===== config.mk =====
export PLATFORM = sky130hd
export DESIGN_NAME = radar_threat_bucket_hold_top
export DESIGN_NICKNAME = d
export VERILOG_FILES = /design/src/hdl/rtbh_pkg.sv /design/src/hdl/radar_threat_bucket_hold_top.sv /design/src/hdl/rtbh_core.sv
export SDC_FILE = /design/constraint.sdc
export NUM_CORES = 1
export LEC_CHECK = 0
export BUFFER_PORTS_ARGS = -buffer_cell sky130_fd_sc_hd__buf_2
export CAP_MARGIN = 20
export CORE_ASPECT_RATIO = 0.6
export CORE_MARGIN = 3
export CORE_UTILIZATION = 45
export CTS_BUF_LIST = sky130_fd_sc_hd__clkbuf_8
export CTS_CLUSTER_DIAMETER = 120
export DETAILED_ROUTE_END_ITERATION = 16
export PLACE_DENSITY_LB_ADDON = 0.05
export SETUP_SLACK_MARGIN = 0.2
export SYNTH_ARGS = -nofsm -noshare
export SYNTH_HDL_FRONTEND = slang
export SYNTH_SLANG_ARGS = --single-unit

===== constraint.sdc =====
create_clock -name clock -period 7.7 [get_ports clock]
set_clock_uncertainty 0.15 [all_clocks]
set_input_delay 2.31 -clock clock [delete_from_list [all_inputs] [get_ports clock]]
set_output_delay 2.31 -clock clock [all_outputs]
set_load 0.1 [all_outputs]

===== src/hdl/rtbh_pkg.sv =====
// shared types and constants for the radar threat bucket hold block
package rtbh_pkg;

   localparam int DIST_W = 8;
   localparam int HOLD_W = 16;
   localparam int FUNC_W = 2;
   localparam int CSR_ADDR_W = 2;
   localparam int CSR_DATA_W = 16;
   localparam int RSP_DATA_W = 16;

   // func codes
   localparam logic [FUNC_W-1:0] FUNC_BYTE  = 2'd0;
   localparam logic [FUNC_W-1:0] FUNC_TICK  = 2'd1;
   localparam logic [FUNC_W-1:0] FUNC_CLEAR = 2'd2;

   // register indexes
   localparam logic [CSR_ADDR_W-1:0] CSR_HOLD_MS      = 2'd0;
   localparam logic [CSR_ADDR_W-1:0] CSR_CLOSE_LIMIT  = 2'd1;
   localparam logic [CSR_ADDR_W-1:0] CSR_MEDIUM_LIMIT = 2'd2;

   localparam logic [HOLD_W-1:0] HOLD_MS_RESET      = 16'd400;
   localparam logic [DIST_W-1:0] CLOSE_LIMIT_RESET  = 8'd40;
   localparam logic [DIST_W-1:0] MEDIUM_LIMIT_RESET = 8'd100;
   localparam logic [DIST_W-1:0] DIST_NONE          = 8'd255;

   // record byte positions after the header
   localparam logic [1:0] PHASE_ID   = 2'd0;
   localparam logic [1:0] PHASE_DIST = 2'd1;
   localparam logic [1:0] PHASE_TAIL = 2'd2;

   typedef struct packed {
      logic [HOLD_W-1:0] hold_ms;
      logic [DIST_W-1:0] close_limit;
      logic [DIST_W-1:0] medium_limit;
   } cfg_type;

   typedef struct packed {
      logic [DIST_W-1:0] closest_distance;
      logic              buzzer_on;
      logic              long_lamp;
      logic              medium_lamp;
      logic              close_lamp;
   } result_type;

endpackage


===== src/hdl/radar_threat_bucket_hold_top.sv =====
// radar threat bucket hold: input register, core, two-entry result queue
//
// req channel: one word per notification byte, millisecond tick or clear.
//   req_tuser carries the function code, req_tdata the notification byte,
//   req_tlast marks the final byte of a notification.
// rsp channel: exactly one word per accepted req word, in order, giving
//   the three bucket lamps, the buzzer and the closest distance after
//   that word has been applied.
// csr port: csr_we writes csr_wdata into register csr_addr (0 hold_ms,
//   1 close_limit, 2 medium_limit) at the clock edge; index 3 is ignored.
// throughput: one word per cycle while the result queue has room; the parser
//   and hold counters update as each word moves from the input register into the result queue.
// reset: synchronous; clears the parser, counters and queue, nearest
//   distance reads 255 and the registers return to 400, 40 and 100.
// stall: the two-entry result queue keeps taking words while a result
//   waits; req_tready drops only when the queue is full and the input
//   register is occupied, and no word is lost.
module radar_threat_bucket_hold_top (
   input  logic                              clock,
   input  logic                              reset,
   input  logic                              req_tvalid,
   output logic                              req_tready,
   input  logic [7:0]                        req_tdata,  // [7:0] data_byte
   input  logic [rtbh_pkg::FUNC_W-1:0]       req_tuser,  // [1:0] func
   input  logic                              req_tlast,  // last_byte
   output logic                              rsp_tvalid,
   input  logic                              rsp_tready,
   // [0] close_lamp, [1] medium_lamp, [2] long_lamp, [3] buzzer_on,
   // [11:4] closest_distance, [15:12] zero
   output logic [rtbh_pkg::RSP_DATA_W-1:0]   rsp_tdata,
   input  logic                              csr_we,
   input  logic [rtbh_pkg::CSR_ADDR_W-1:0]   csr_addr,
   input  logic [rtbh_pkg::CSR_DATA_W-1:0]   csr_wdata
);
   import rtbh_pkg::*;

   cfg_type           cfg_ff;

   logic              s1_valid_ff, s1_valid_in;
   logic [FUNC_W-1:0] s1_func_ff;
   logic [DIST_W-1:0] s1_data_ff;
   logic              s1_last_ff;

   result_type        core_result;
   result_type        queue_ff [2];
   logic              wr_ptr_ff, rd_ptr_ff;
   logic [1:0]        count_ff, count_in;

   logic              req_fire, s1_move, rsp_fire;

   always_ff @(posedge clock) begin
      if (reset) begin
         cfg_ff.hold_ms      <= HOLD_MS_RESET;
         cfg_ff.close_limit  <= CLOSE_LIMIT_RESET;
         cfg_ff.medium_limit <= MEDIUM_LIMIT_RESET;
      end else if (csr_we) begin
         unique case (csr_addr)
            CSR_HOLD_MS:      cfg_ff.hold_ms      <= csr_wdata;
            CSR_CLOSE_LIMIT:  cfg_ff.close_limit  <= csr_wdata[DIST_W-1:0];
            CSR_MEDIUM_LIMIT: cfg_ff.medium_limit <= csr_wdata[DIST_W-1:0];
            default: begin
            end
         endcase
      end
   end

   assign s1_move    = s1_valid_ff && (count_ff != 2'd2);
   assign req_tready = !s1_valid_ff || (count_ff != 2'd2);
   assign req_fire   = req_tvalid && req_tready;
   assign rsp_fire   = rsp_tvalid && rsp_tready;

   assign s1_valid_in = req_fire || (s1_valid_ff && !s1_move);

   always_ff @(posedge clock) begin
      if (reset) begin
         s1_valid_ff <= 1'b0;
      end else begin
         s1_valid_ff <= s1_valid_in;
      end
   end

   always_ff @(posedge clock) begin
      if (req_fire) begin
         s1_func_ff <= req_tuser;
         s1_data_ff <= req_tdata;
         s1_last_ff <= req_tlast;
      end
   end

   rtbh_core u_core (
      .clock      (clock),
      .reset      (reset),
      .item_valid (s1_move),
      .func       (s1_func_ff),
      .data_byte  (s1_data_ff),
      .last_byte  (s1_last_ff),
      .cfg        (cfg_ff),
      .result     (core_result)
   );

   // result queue
   always_comb begin
      count_in = count_ff;
      if (s1_move && !rsp_fire) begin
         count_in = count_ff + 2'd1;
      end else if (!s1_move && rsp_fire) begin
         count_in = count_ff - 2'd1;
      end
   end

   always_ff @(posedge clock) begin
      if (reset) begin
         count_ff  <= '0;
         wr_ptr_ff <= 1'b0;
         rd_ptr_ff <= 1'b0;
      end else begin
         count_ff <= count_in;
         if (s1_move) wr_ptr_ff <= !wr_ptr_ff;
         if (rsp_fire) rd_ptr_ff <= !rd_ptr_ff;
      end
   end

   always_ff @(posedge clock) begin
      if (s1_move) begin
         queue_ff[wr_ptr_ff] <= core_result;
      end
   end

   assign rsp_tvalid = (count_ff != 2'd0);
   assign rsp_tdata  = {{(RSP_DATA_W - $bits(result_type)){1'b0}}, queue_ff[rd_ptr_ff]};

endmodule


===== src/hdl/rtbh_core.sv =====
// threat record parser, bucket hold counters and nearest distance tracking
module rtbh_core (
   input  logic                          clock,
   input  logic                          reset,
   input  logic                          item_valid,
   input  logic [rtbh_pkg::FUNC_W-1:0]   func,
   input  logic [rtbh_pkg::DIST_W-1:0]   data_byte,
   input  logic                          last_byte,
   input  rtbh_pkg::cfg_type             cfg,
   output rtbh_pkg::result_type          result
);
   import rtbh_pkg::*;

   logic              expect_header_ff, expect_header_in;
   logic [1:0]        record_phase_ff, record_phase_in;
   logic [DIST_W-1:0] pending_distance_ff, pending_distance_in;
   logic              threat_seen_ff, threat_seen_in;
   logic [HOLD_W-1:0] close_hold_ff, close_hold_in;
   logic [HOLD_W-1:0] medium_hold_ff, medium_hold_in;
   logic [HOLD_W-1:0] long_hold_ff, long_hold_in;
   logic [DIST_W-1:0] nearest_ff, nearest_in;

   always_comb begin
      expect_header_in    = expect_header_ff;
      record_phase_in     = record_phase_ff;
      pending_distance_in = pending_distance_ff;
      threat_seen_in      = threat_seen_ff;
      close_hold_in       = close_hold_ff;
      medium_hold_in      = medium_hold_ff;
      long_hold_in        = long_hold_ff;
      nearest_in          = nearest_ff;
      if (item_valid) begin
         case (func)
            FUNC_BYTE: begin
               if (expect_header_ff) begin
                  expect_header_in = 1'b0;
                  record_phase_in  = PHASE_ID;
                  threat_seen_in   = 1'b0;
                  nearest_in       = DIST_NONE;
               end else if (record_phase_ff == PHASE_ID) begin
                  record_phase_in = PHASE_DIST;
               end else if (record_phase_ff == PHASE_DIST) begin
                  pending_distance_in = data_byte;
                  record_phase_in     = PHASE_TAIL;
               end else begin
                  // third byte completes the record
                  if (pending_distance_ff <= cfg.close_limit) begin
                     close_hold_in = cfg.hold_ms;
                  end else if (pending_distance_ff <= cfg.medium_limit) begin
                     medium_hold_in = cfg.hold_ms;
                  end else begin
                     long_hold_in = cfg.hold_ms;
                  end
                  if (pending_distance_ff < nearest_ff) begin
                     nearest_in = pending_distance_ff;
                  end
                  threat_seen_in  = 1'b1;
                  record_phase_in = PHASE_ID;
               end
               if (last_byte) begin
                  if (!threat_seen_in) begin
                     close_hold_in  = '0;
                     medium_hold_in = '0;
                     long_hold_in   = '0;
                  end
                  expect_header_in = 1'b1;
                  record_phase_in  = PHASE_ID;
               end
            end
            FUNC_TICK: begin
               if (close_hold_ff != '0) close_hold_in = close_hold_ff - 1'b1;
               if (medium_hold_ff != '0) medium_hold_in = medium_hold_ff - 1'b1;
               if (long_hold_ff != '0) long_hold_in = long_hold_ff - 1'b1;
            end
            FUNC_CLEAR: begin
               expect_header_in = 1'b1;
               record_phase_in  = PHASE_ID;
               threat_seen_in   = 1'b0;
               close_hold_in    = '0;
               medium_hold_in   = '0;
               long_hold_in     = '0;
               nearest_in       = DIST_NONE;
            end
            default: begin
            end
         endcase
      end
   end

   always_ff @(posedge clock) begin
      if (reset) begin
         expect_header_ff <= 1'b1;
         record_phase_ff  <= PHASE_ID;
         threat_seen_ff   <= 1'b0;
         close_hold_ff    <= '0;
         medium_hold_ff   <= '0;
         long_hold_ff     <= '0;
         nearest_ff       <= DIST_NONE;
      end else begin
         expect_header_ff <= expect_header_in;
         record_phase_ff  <= record_phase_in;
         threat_seen_ff   <= threat_seen_in;
         close_hold_ff    <= close_hold_in;
         medium_hold_ff   <= medium_hold_in;
         long_hold_ff     <= long_hold_in;
         nearest_ff       <= nearest_in;
      end
   end

   always_ff @(posedge clock) begin
      pending_distance_ff <= pending_distance_in;
   end

   // result reflects the state after this word
   always_comb begin
      result.close_lamp       = (close_hold_in != '0);
      result.medium_lamp      = (medium_hold_in != '0);
      result.long_lamp        = (long_hold_in != '0);
      result.buzzer_on        = (close_hold_in != '0);
      result.closest_distance = nearest_in;
   end

endmodule

==> results of run 1 <==
[cells in the mapped netlist (13+ instances only)]
library cell	count	share of area, %
sky130_fd_sc_hd__nor3_1	25	1.7
sky130_fd_sc_hd__inv_1	37	1.9
sky130_fd_sc_hd__ha_1	30	5.0
sky130_fd_sc_hd__a21oi_1	55	3.7
sky130_fd_sc_hd__dfxtp_1	98	26
sky130_fd_sc_hd__nor4_1	13	1.1
sky130_fd_sc_hd__o21ai_0	29	1.9
sky130_fd_sc_hd__o21ai_1	14	0.93
sky130_fd_sc_hd__a221oi_1	15	1.8
sky130_fd_sc_hd__nand4_1	13	1.1
sky130_fd_sc_hd__nand2_1	84	4.2
sky130_fd_sc_hd__mux2i_1	22	2.9
sky130_fd_sc_hd__clkbuf_1	33	1.7
sky130_fd_sc_hd__nor2_1	100	5.0
sky130_fd_sc_hd__nand3_1	15	1.0
sky130_fd_sc_hd__edfxtp_1	41	16
[state kept, by name, summed over array words and instances (netlist names), 2 cells and up, named ones only]
name / flops
cfg_ff: 32
queue_ff: 22
u_core.close_hold_ff: 16
u_core.long_hold_ff: 16
u_core.medium_hold_ff: 16
s1_data_ff: 8
u_core.nearest_ff: 8
u_core.pending_distance_ff: 8
count_ff: 2
s1_func_ff: 2
u_core.record_phase_ff: 2
[stage by stage]
step	worst slack, ps	instance area [um^2]	hold slack [ps]	total power (W)
floorplan	3630	7520	250	0.00128
detailed placement	3610	7880	255	0.00142
global placement	3610	7870	269	0.00141
CTS	3240	8270	276	0.00201
finish	3240	8280	275	0.00202
global route	3160	8280	295	0.00211
[final cells by class]
cell class	count	area share, %
multi-input cells	617	48.1
repair buffers	54	3.52
flip-flops and latches	139	38.6
clock inverters	15	1.90
clock buffers	17	2.83
well taps	222	3.35
inverters	38	1.72
[power breakdown]
part | switching [W] | internal (W) | leakage, nW
combinational | 0.000407 | 0.000162 | 1.92
clock | 0.000329 | 0.000269 | 0.199
sequential | 0.0000478 | 0.000801 | 1.13
total | 0.000783 | 0.00123 | 3.25
[cells by family (layout without fill, tap and decap cells)]
group | after synthesis | after routing | synth area share, %
simple gates | 338 | 338 | 22.9
compound gates | 200 | 200 | 18.7
flops | 139 | 139 | 42.5
buf+inv | 81 | 124 | 4.67
mux | 38 | 38 | 5.34
fa+ha+maj | 30 | 30 | 5.00
xor+xnor | 7 | 7 | 0.817
other cells | 1 | 4 | 0.0500
[layer usage]
metal / part of all wire (%) / vias to the layer above / track usage, %
met5: 0.28 / - / 2.78
met4: 1.3 / 2 / 5.90
met3: 12 / 34 / 9.17
met2: 37 / 377 / 32.3
met1: 49 / 3208 / 40.6
li1: - / 3157 / -
[worst register-to-register path: stages, from the launching register on]
cell                       delay, ps
sky130_fd_sc_hd__dfxtp_1         440
sky130_fd_sc_hd__nand2b_1        190
sky130_fd_sc_hd__nand2_2         400
sky130_fd_sc_hd__inv_2           490
sky130_fd_sc_hd__nand2_1         440
sky130_fd_sc_hd__a21oi_1         250
sky130_fd_sc_hd__nand2_1         280
sky130_fd_sc_hd__a221oi_1        460
sky130_fd_sc_hd__nand4_1         160
sky130_fd_sc_hd__nor4_1          380
sky130_fd_sc_hd__nand4_1         230
[worst max-delay path by stage]
stage                     cells after the start  slack, ps                         to  startpoint
after global placement                        4       3610  u_core.record_phase_ff[0]       reset
after detailed placement                      4       3610  u_core.record_phase_ff[1]       reset
after global routing                          2       3160               rsp_tdata[1]    register
after floorplan                               3       3630               rsp_tdata[3]    register
after CTS                                     2       3240               rsp_tdata[1]    register
final                                         2       3240               rsp_tdata[1]    register
==> impl_table.tex, run 1 <==
\begin{tabular}{lr}
\hline
Metric & Value \\
\hline
\multicolumn{2}{l}{\textbf{Timing}} \\
\quad Timing-limited maximum frequency & 0.224 GHz \\
\quad RSZ-0062 raised after global routing & no \\
\quad Slew margin rel. & 24.8\% \\
\quad Share of the clock period used by the worst path & 57.9\% \\
\quad Slew Viols, Final & 0 \\
\quad Hold Fails Final Rpt & 0 \\
\quad Fin crit period & 4460 ps \\
\quad Total of endpoints with negative setup slack in the final report & 0 \\
\quad Final setup TNS & 0 ps \\
\quad Transition time of the tightest slew-check pin & 1120 ps \\
\multicolumn{2}{l}{\textbf{Clocking}} \\
\quad Number of H-tree levels & 4 \\
\quad Post-CTS Setup Inserts & 0 \\
\quad TritonCTS clock tree & done \\
\quad Clock Sink Count & 139 \\
\quad Cts hold-fix bufs & 0 \\
\quad Clock transition at the registers of the reported paths & 90 ps \\
\quad Cts bufs inserted & 17 \\
\quad CTS Root Cell & sky130\_fd\_sc\_hd\_\_clkbuf\_8 \\
\quad Clock Latency Late Sink & 440 ps \\
\quad PostCTS Resize Cnt & 0 \\
\quad Maximum clock insertion buffer count & 2 \\
\multicolumn{2}{l}{\textbf{Detailed routing}} \\
\quad First-pass iteration count of the detailed router & 8 \\
\quad Mean routed wirelength per cell & 21.8 um \\
\quad Routed via count divided by cell count & 6.15 \\
\quad Vias after detailed routing & 6778 \\
\quad Antenna-violating nets left & 0 \\
\quad Routed wire length & 24000 um \\
\quad Number of DRC markers after the initial detailed-route iteration & 1062 \\
\quad Count of unresolved DRC violations after routing & 0 \\
\multicolumn{2}{l}{\textbf{Synth}} \\
\quad Leading register cell type out of synthesis & sky130\_fd\_sc\_hd\_\_dfxtp\_1 \\
\quad Number of storage elements in the synthesis netlist & 139 \\
\quad Sequential element share of the synthesized area & 42.5\% \\
\quad Post-Synthesis Cells & 834 \\
\quad Number of distinct library cells after synthesis & 89 \\
\quad Mapped Area & 0.00750 mm\^{}2 \\
\quad Count of warnings emitted by yosys & 0 \\
\quad Number of enable flip-flop cells after synthesis & 41 \\
\quad Post-synth ARST share & 0\% \\
\quad Average size of a mapped cell & 9.00 um\^{}2 \\
\multicolumn{2}{l}{\textbf{Die}} \\
\quad Placeable core region & 0.0158 mm\^{}2 \\
\quad Row count & 35 \\
\quad Boundary Pins & 52 \\
\quad Vertical die dimension & 106 um \\
\quad Die boundary width & 173 um \\
\quad Die area & 0.0183 mm\^{}2 \\
\quad Starting density of the core & 47.5\% \\
\multicolumn{2}{l}{\textbf{Status}} \\
\quad Outcome & completed \\
\multicolumn{2}{l}{\textbf{Setup path}} \\
\quad Capture point of the worst reg-to-reg path & queue\_ff[0][3] \\
\quad Critical path buffer and inverter count & 1 \\
\quad Worst reg2reg path depth & 10 \\
\quad Launch instance of the worst register-to-register path & count\_ff[0] \\
\quad Critical-path cell with the highest stage delay & sky130\_fd\_sc\_hd\_\_dfxtp\_1 \\
\quad Nature of the critical path endpoint & output port \\
\quad CP max stage delay & 740 ps \\
\quad Category of the worst setup path launch point & register \\
\quad Type of the worst setup path & register to output port \\
\quad Worst path top cell family by delay & flip-flops \\
\quad Worst endpoint data arrival time & 2000 ps \\
\quad Register-to-register setup slack & 3530 ps \\
\quad Critical path fanouts, max & 11 \\
\quad Chain of cells forming the critical path & mux2\_2, buf\_2 \\
\quad Worst path required time & 5240 ps \\
\multicolumn{2}{l}{\textbf{Finish}} \\
\quad Area of combinational cells with multiple inputs & 0.00398 mm\^{}2 \\
\quad Antenna fix cells & 0 \\
\quad Most common library cell in the layout ignoring fill and taps & sky130\_fd\_sc\_hd\_\_nor2\_1 \\
\quad Filler-free cell count of the finished design & 1102 \\
\quad NumNets Final & 931 \\
\quad Count of filler cells inserted in the layout & 1485 \\
\quad Area taken by flip-flops and latches & 0.00319 mm\^{}2 \\
\quad Highest-count cells in the layout ignoring fill and taps & 100 x sky130\_fd\_sc\_hd\_\_nor2\_1, 98 x sky130\_fd\_sc\_hd\_\_dfxtp\_1, 84 x sky130\_fd\_sc\_hd\_\_nand2\_1, 55 x sky130\_fd\_sc\_hd\_\_a21oi\_1, 47 x sky130\_fd\_sc\_hd\_\_buf\_2 \\
\quad Utilization of the core after routing & 52.4\% \\
\quad Area added between synthesis and finish & 10.3\% \\
\quad Fraction of final layout cells sized beyond drive strength 1 & 14.2\% \\
\multicolumn{2}{l}{\textbf{Global routing}} \\
\quad Maximum number of pins on one net before global-route repair & 66 \\
\quad Wire length of the first global-routing pass & 36500 um \\
\quad Overall track demand over capacity in global routing & 25.8\% \\
\quad Via count of the first global-routing pass & 6284 \\
\quad Remaining Overflow, GRT & 0 \\
\quad Antenna violations before repair & 0 \\
\multicolumn{2}{l}{\textbf{Placement}} \\
\quad DPL Wire Length & 17400 um \\
\quad Number of port buffers & 47 \\
\quad Global placer's final weighted congestion & 0.994 \\
\quad Inst Count DP & 1069 \\
\multicolumn{2}{l}{\textbf{Min path}} \\
\quad Kind of path behind the tightest hold check & register to register \\
\quad Worst hold path startpoint & s1\_data\_ff[1] \\
\quad Cell count of the worst hold path & 0 \\
\quad Worst Hold End & u\_core.pending\_distance\_ff[1] \\
\multicolumn{2}{l}{\textbf{Pwr}} \\
\quad Maximum ir drop on the vdd rail & 195 uV \\
\quad Pwr Density & 243 mW/mm\^{}2 \\
\quad Leakage & 3.25 nW \\
\multicolumn{2}{l}{\textbf{Flow run}} \\
\quad Maximum Capacitance Violations & 0 \\
\hline
\end{tabular}
(Power assumes the default switching activity.)
==> run 2, diff against run 1 <==
==> constraint.sdc (replaced) <==
create_clock -name clock -period 3.7 [get_ports clock]
set_clock_uncertainty 0.15 [all_clocks]
set_input_delay 1.11 -clock clock [delete_from_list [all_inputs] [get_ports clock]]
set_output_delay 1.11 -clock clock [all_outputs]
set_load 0.1 [all_outputs]
==> run 2 against run 1 <==
Net effect: count of clock-buffer cells in the layout stayed put; final area up 8.2%; highest routed layer is now met4; wire length up 7.6%.
==> impl_table.tex, run 2 (synthesized netlist as in run 1, its figures left out) <==
\begin{tabular}{lr}
\hline
Metric & Value \\
\hline
\multicolumn{2}{l}{\textbf{Setup path}} \\
\quad Critical path fanouts, max & 6 \\
\quad Nature of the critical path endpoint & register \\
\quad Worst path required time & 3720 ps \\
\quad Worst endpoint data arrival time & 3540 ps \\
\quad Category of the worst setup path launch point & register \\
\quad Type of the worst setup path & register to register \\
\multicolumn{2}{l}{\textbf{Global routing}} \\
\quad Antenna violations before repair & 0 \\
\quad Wire length of the first global-routing pass & 38500 um \\
\quad Overall track demand over capacity in global routing & 27.5\% \\
\quad Via count of the first global-routing pass & 6407 \\
\quad Remaining Overflow, GRT & 0 \\
\quad Maximum number of pins on one net before global-route repair & 78 \\
\multicolumn{2}{l}{\textbf{Finish}} \\
\quad Max FFs per register & 32 \\
\quad Register with the highest flop count & cfg\_ff \\
\quad Highest-count cells in the layout ignoring fill and taps & 99 x sky130\_fd\_sc\_hd\_\_nor2\_1, 98 x sky130\_fd\_sc\_hd\_\_dfxtp\_1, 84 x sky130\_fd\_sc\_hd\_\_nand2\_1, 58 x sky130\_fd\_sc\_hd\_\_buf\_4, 55 x sky130\_fd\_sc\_hd\_\_a21oi\_1 \\
\quad Filler-free cell count of the finished design & 1161 \\
\quad Area added between synthesis and finish & 19.4\% \\
\quad Regs by FF count & cfg\_ff (32), queue\_ff (22) \\
\quad Antenna fix cells & 0 \\
\quad Final instance area & 0.00896 mm\^{}2 \\
\quad Fraction of final layout cells sized beyond drive strength 1 & 22.5\% \\
\quad NumNets Final & 990 \\
\quad Most common library cell in the layout ignoring fill and taps & sky130\_fd\_sc\_hd\_\_nor2\_1 \\
\quad Count of filler cells inserted in the layout & 1452 \\
\multicolumn{2}{l}{\textbf{Detailed routing}} \\
\quad First-pass iteration count of the detailed router & 7 \\
\quad Routed via count divided by cell count & 6.12 \\
\quad Count of unresolved DRC violations after routing & 0 \\
\quad Antenna-violating nets left & 0 \\
\quad Mean routed wirelength per cell & 22.3 um \\
\quad Routed wire length & 25800 um \\
\quad Number of DRC markers after the initial detailed-route iteration & 900 \\
\quad Vias after detailed routing & 7103 \\
\multicolumn{2}{l}{\textbf{Placement}} \\
\quad Cell area after placement & 0.00815 mm\^{}2 \\
\quad Pre-CTS setup slack & 63.8 ps \\
\quad DPL Wire Length & 18900 um \\
\quad Number of port buffers & 47 \\
\quad Inst Count DP & 1105 \\
\quad Global placer's final weighted congestion & 1.02 \\
\multicolumn{2}{l}{\textbf{Die}} \\
\quad Row count & 35 \\
\quad Placeable core region & 0.0158 mm\^{}2 \\
\quad Starting density of the core & 47.5\% \\
\quad Vertical die dimension & 106 um \\
\quad Die area & 0.0183 mm\^{}2 \\
\quad Die boundary width & 173 um \\
\quad Boundary Pins & 52 \\
\multicolumn{2}{l}{\textbf{Pwr}} \\
\quad Part of the total power dissipated in the clock network & 31.2\% \\
\quad Pwr Density & 496 mW/mm\^{}2 \\
\quad Part of the total power dissipated in sequential elements & 40.0\% \\
\quad Leakage & 3.62 nW \\
\quad Maximum ir drop on the vdd rail & 479 uV \\
\quad Portion of total power attributed to combinational logic & 28.8\% \\
\quad Fraction of power spent switching nets & 38.9\% \\
\quad Overall Power & 0.00444 W \\
\quad Internal power component & 0.00271 W \\
\quad Net switching power & 0.00173 W \\
\multicolumn{2}{l}{\textbf{Timing}} \\
\quad Transition time of the tightest slew-check pin & 765 ps \\
\quad Hold Fails Final Rpt & 0 \\
\quad Slew margin rel. & 49.0\% \\
\quad Fin crit period & 3520 ps \\
\quad Share of the clock period used by the worst path & 95.0\% \\
\quad Fin worst setup slack & 184 ps \\
\quad Timing-limited maximum frequency & 0.284 GHz \\
\quad Slew Viols, Final & 0 \\
\quad RSZ-0062 raised after global routing & yes \\
\quad Final setup TNS & 0 ps \\
\quad Total of endpoints with negative setup slack in the final report & 0 \\
\multicolumn{2}{l}{\textbf{Clocking}} \\
\quad Clock Latency Late Sink & 460 ps \\
\quad Clock transition at the registers of the reported paths & 100 ps \\
\quad CTS Root Cell & sky130\_fd\_sc\_hd\_\_clkbuf\_8 \\
\quad Maximum clock insertion buffer count & 2 \\
\quad Number of H-tree levels & 4 \\
\quad Cts hold-fix bufs & 0 \\
\quad Clock Sink Count & 139 \\
\quad Cts bufs inserted & 17 \\
\quad TritonCTS clock tree & done \\
\multicolumn{2}{l}{\textbf{Flow run}} \\
\quad Maximum Capacitance Violations & 0 \\
\multicolumn{2}{l}{\textbf{Status}} \\
\quad Outcome & completed \\
\multicolumn{2}{l}{\textbf{Min path}} \\
\quad Kind of path behind the tightest hold check & register to register \\
\hline
\end{tabular}
## run 2: per-layer routing
| metal | GRT usage (%) | part of all wire [%] | vias up | wire, um |
|---|---|---|---|---|
| met5 | 0 | 0 | - | 0 |
| met4 | 6.07 | 1.5 | 0 | 388 |
| met3 | 8.67 | 11 | 41 | 2890 |
| met2 | 35.6 | 37 | 412 | 9520 |
| met1 | 43.4 | 50 | 3372 | 13000 |
| li1 | - | - | 3278 | - |
## run 2: critical path, cell delays in order (launching register included)
cell                       delay, ps
sky130_fd_sc_hd__edfxtp_1        520
sky130_fd_sc_hd__ha_4            320
sky130_fd_sc_hd__nor2b_4         120
sky130_fd_sc_hd__o211ai_1        120
sky130_fd_sc_hd__a2111o_1        450
sky130_fd_sc_hd__a21oi_4         310
sky130_fd_sc_hd__buf_6           150
sky130_fd_sc_hd__buf_6            90
sky130_fd_sc_hd__o21ai_2          50
sky130_fd_sc_hd__a311oi_2        320
sky130_fd_sc_hd__nand4_1         200
sky130_fd_sc_hd__nor4_2          310
sky130_fd_sc_hd__nand4_1         150
## run 2: path summary, 6_finish.rpt
path / from / to / slack [ps] / cells past startpoint
hold / removal: s1_data_ff[1] / u_core.pending_distance_ff[1] / 280 / 0
setup reg to reg: u_core.pending_distance_ff[1] / queue_ff[1][1] / 180 / 12
setup / recovery: u_core.pending_distance_ff[1] / queue_ff[1][1] / 180 / 12
hold reg to reg: s1_data_ff[1] / u_core.pending_distance_ff[1] / 280 / 0
## run 2: layout make-up
type / count / area [um^2] / area share (%)
clock buffer: 17 / 234 / 2.61
clock inverter: 15 / 193 / 2.15
inverter: 38 / 143 / 1.59
multi-input combinational: 617 / 4150 / 46.3
sequential: 139 / 3190 / 35.6
tap: 222 / 278 / 3.10
timing repair buffer: 113 / 769 / 8.59
## run 2: stage by stage
stage	utilization (%)	hold WS, ps
5_1_grt	56.7	290
4_1_cts	54.8	281
3_3_place_gp	51.6	257
6_report	56.7	284
2_1_floorplan	-	250
3_5_place_dp	51.6	256
## run 2: power by group through the flow
stage          clock [W]  sequential (W)  combinational (W)
6_report         0.00139         0.00178            0.00128
5_1_grt          0.00146         0.00178            0.00135
4_1_cts          0.00140         0.00177            0.00122
3_5_place_dp           0         0.00181            0.00121
3_3_place_gp           0         0.00180            0.00120
2_1_floorplan          0         0.00175           0.000914
## run 2: repair_timing
item,4_1_cts,5_1_grt
endpoints found under the setup margin,6,6
endpoints found under the hold margin,0,0
gates resized for setup,4,37
buffers inserted,9,14
pin swaps,1,21
==> run 3, diff against run 2 <==
==> constraint.sdc (replaced) <==
create_clock -name clock -period 3.7 [get_ports clock]
set_clock_uncertainty 0.15 [all_clocks]
set_input_delay 0.37 -clock clock [delete_from_list [all_inputs] [get_ports clock]]
set_output_delay 0.37 -clock clock [all_outputs]
set_load 0.1 [all_outputs]
==> run 3 against run 2 <==
Net effect: clock power is 5% lower; highest routed layer unchanged; non-clock buffer count is 6 lower; final cell count is 0.43% lower; critical path type unchanged; largest cell class unchanged; wire length is 2.9% lower; total power is 1.6% lower; sequential share of layout area is 0.52 points higher; register-to-register slack better by 40 ps; via count is 1.2% lower.
==> impl_table.tex, run 3 (synthesized netlist as in run 1, its figures left out) <==
\begin{tabular}{lr}
\hline
Metric & Value \\
\hline
\multicolumn{2}{l}{\textbf{Setup path}} \\
\quad Type of the worst setup path & register to register \\
\quad Critical path origin & u\_core.medium\_hold\_ff[0] \\
\quad Critical path fanouts, max & 6 \\
\quad Category of the worst setup path launch point & register \\
\quad Chain of cells forming the critical path & inv\_1, ha\_2, or3b\_2, or4\_4, nor4\_4, or2b\_4, nor3\_1, a221oi\_2, nand4\_1, nor4\_2, nand4\_1 \\
\quad Nature of the critical path endpoint & register \\
\quad CP max stage delay & 480 ps \\
\quad Worst path required time & 3710 ps \\
\quad Launch instance of the worst register-to-register path & u\_core.medium\_hold\_ff[0] \\
\quad Worst endpoint data arrival time & 3480 ps \\
\quad Most used cell along the critical path & sky130\_fd\_sc\_hd\_\_nand4\_1 \\
\quad Critical-path cell with the highest stage delay & sky130\_fd\_sc\_hd\_\_or4\_4 \\
\quad Capture point of the worst reg-to-reg path & queue\_ff[0][1] \\
\quad Worst reg2reg path depth & 11 \\
\quad Register-to-register setup slack & 230 ps \\
\multicolumn{2}{l}{\textbf{Die}} \\
\quad Row count & 35 \\
\quad Placeable core region & 0.0158 mm\^{}2 \\
\quad Die area & 0.0183 mm\^{}2 \\
\quad Starting density of the core & 47.5\% \\
\quad Boundary Pins & 52 \\
\quad Die boundary width & 173 um \\
\quad Vertical die dimension & 106 um \\
\multicolumn{2}{l}{\textbf{Clocking}} \\
\quad Clock Sink Count & 139 \\
\quad Number of H-tree levels & 4 \\
\quad TritonCTS clock tree & done \\
\quad Maximum clock insertion buffer count & 2 \\
\quad Clock transition at the registers of the reported paths & 90 ps \\
\quad Cts bufs inserted & 17 \\
\quad CTS Root Cell & sky130\_fd\_sc\_hd\_\_clkbuf\_8 \\
\quad Clock Latency Late Sink & 440 ps \\
\multicolumn{2}{l}{\textbf{Finish}} \\
\quad Fraction of final layout cells sized beyond drive strength 1 & 19.6\% \\
\quad Area added between synthesis and finish & 17.8\% \\
\quad Antenna fix cells & 0 \\
\quad Utilization of the core after routing & 55.9\% \\
\quad Filler-free cell count of the finished design & 1156 \\
\quad Count of filler cells inserted in the layout & 1462 \\
\quad Highest-count cells in the layout ignoring fill and taps & 99 x sky130\_fd\_sc\_hd\_\_nor2\_1, 96 x sky130\_fd\_sc\_hd\_\_dfxtp\_1, 84 x sky130\_fd\_sc\_hd\_\_nand2\_1, 55 x sky130\_fd\_sc\_hd\_\_a21oi\_1, 47 x sky130\_fd\_sc\_hd\_\_buf\_2 \\
\quad Most common library cell in the layout ignoring fill and taps & sky130\_fd\_sc\_hd\_\_nor2\_1 \\
\quad Regs by FF count & cfg\_ff (32), queue\_ff (22) \\
\quad Max FFs per register & 32 \\
\quad Register with the highest flop count & cfg\_ff \\
\quad NumNets Final & 985 \\
\multicolumn{2}{l}{\textbf{Detailed routing}} \\
\quad Routed via count divided by cell count & 6.07 \\
\quad Count of unresolved DRC violations after routing & 0 \\
\quad Routed wire length & 25100 um \\
\quad Mean routed wirelength per cell & 21.7 um \\
\quad Vias after detailed routing & 7021 \\
\quad Number of DRC markers after the initial detailed-route iteration & 903 \\
\quad Antenna-violating nets left & 0 \\
\quad First-pass iteration count of the detailed router & 6 \\
\multicolumn{2}{l}{\textbf{Global routing}} \\
\quad Remaining Overflow, GRT & 0 \\
\quad Overall track demand over capacity in global routing & 27.1\% \\
\quad Antenna violations before repair & 0 \\
\quad Maximum number of pins on one net before global-route repair & 71 \\
\quad Via count of the first global-routing pass & 6396 \\
\quad Wire length of the first global-routing pass & 38200 um \\
\multicolumn{2}{l}{\textbf{Timing}} \\
\quad RSZ-0062 raised after global routing & yes \\
\quad Slew Viols, Final & 0 \\
\quad Total of endpoints with negative setup slack in the final report & 0 \\
\quad Hold Fails Final Rpt & 0 \\
\quad Slew margin rel. & 33.7\% \\
\quad Timing-limited maximum frequency & 0.288 GHz \\
\quad Share of the clock period used by the worst path & 93.8\% \\
\quad Fin worst setup slack & 228 ps \\
\quad Transition time of the tightest slew-check pin & 991 ps \\
\quad Final setup TNS & 0 ps \\
\quad Fin crit period & 3470 ps \\
\quad Final hold slack & 32.7 ps \\
\multicolumn{2}{l}{\textbf{Pwr}} \\
\quad Maximum ir drop on the vdd rail & 452 uV \\
\quad Leakage & 3.54 nW \\
\quad Pwr Density & 494 mW/mm\^{}2 \\
\multicolumn{2}{l}{\textbf{Flow run}} \\
\quad Maximum Capacitance Violations & 0 \\
\multicolumn{2}{l}{\textbf{Min path}} \\
\quad Kind of path behind the tightest hold check & primary input to register \\
\quad Worst Hold End & cfg\_ff[29] \\
\quad Worst hold path startpoint & csr\_wdata[13] \\
\quad Cell count of the worst hold path & 3 \\
\multicolumn{2}{l}{\textbf{Placement}} \\
\quad Pre-CTS setup slack & 217 ps \\
\quad Global placer's final weighted congestion & 0.967 \\
\quad Number of port buffers & 47 \\
\quad DPL Wire Length & 18200 um \\
\quad Inst Count DP & 1098 \\
\multicolumn{2}{l}{\textbf{Status}} \\
\quad Outcome & completed \\
\hline
\end{tabular}
## run 3: through the flow
stage / power, W / area (um^2)
after floorplan: 0.00266 / 7520
after global placement: 0.00298 / 8090
after detailed placement: 0.00300 / 8090
after CTS: 0.00432 / 8660
after global routing: 0.00454 / 8840
final: 0.00437 / 8840
## run 3: how the worst max path moves through the flow
| stage | slack, ps | end | cells after the start |
|---|---|---|---|
| after floorplan | 500 | queue_ff[0][2] | 11 |
| after global placement | 240 | queue_ff[0][2] | 10 |
| after detailed placement | 220 | queue_ff[1][2] | 10 |
| after CTS | 210 | queue_ff[0][1] | 10 |
| after global routing | 100 | queue_ff[0][1] | 11 |
| final | 230 | queue_ff[0][1] | 11 |
## run 3: layout make-up
cell class | count | area (um^2) | share of cell area, %
flip-flops and latches | 139 | 3200 | 36.2
repair buffers | 107 | 726 | 8.21
inverters | 38 | 143 | 1.61
clock buffers | 17 | 234 | 2.65
multi-input cells | 618 | 4080 | 46.2
well taps | 222 | 278 | 3.14
clock inverters | 15 | 179 | 2.02
## run 3: where the power goes
group / internal (W) / switching, W
registers: 0.00167 / 0.000112
clock network: 0.000626 / 0.000695
logic: 0.000401 / 0.000865
## run 3: critical path, delay by kind of cell, from the launching register on
kind,cells,cell delay [ps]
DFF,1,350
and+or+nand+nor,8,2120
buffers and inverters,1,80
AOI/OAI and AO/OA,1,290
adders and majority gates,1,200
## run 3: repair_timing
item / in CTS / in global routing
resized for setup: 1 / 20
setup endpoints to repair: 2 / 6
gates cloned: 0 / 1
pin swaps: 0 / 12
hold buffers: 16 / 0
endpoints found under the hold margin: 16 / 0
setup buffers: 0 / 8
## run 3: routing by layer
layer  global-route usage (%)  wire, um  up-vias
met4                     5.14       325        0
li1                         -         -     3263
met1                     41.8     11900     3316
met3                     10.2      3580       28
met2                     35.2      9320      414
met5                        0         0        -
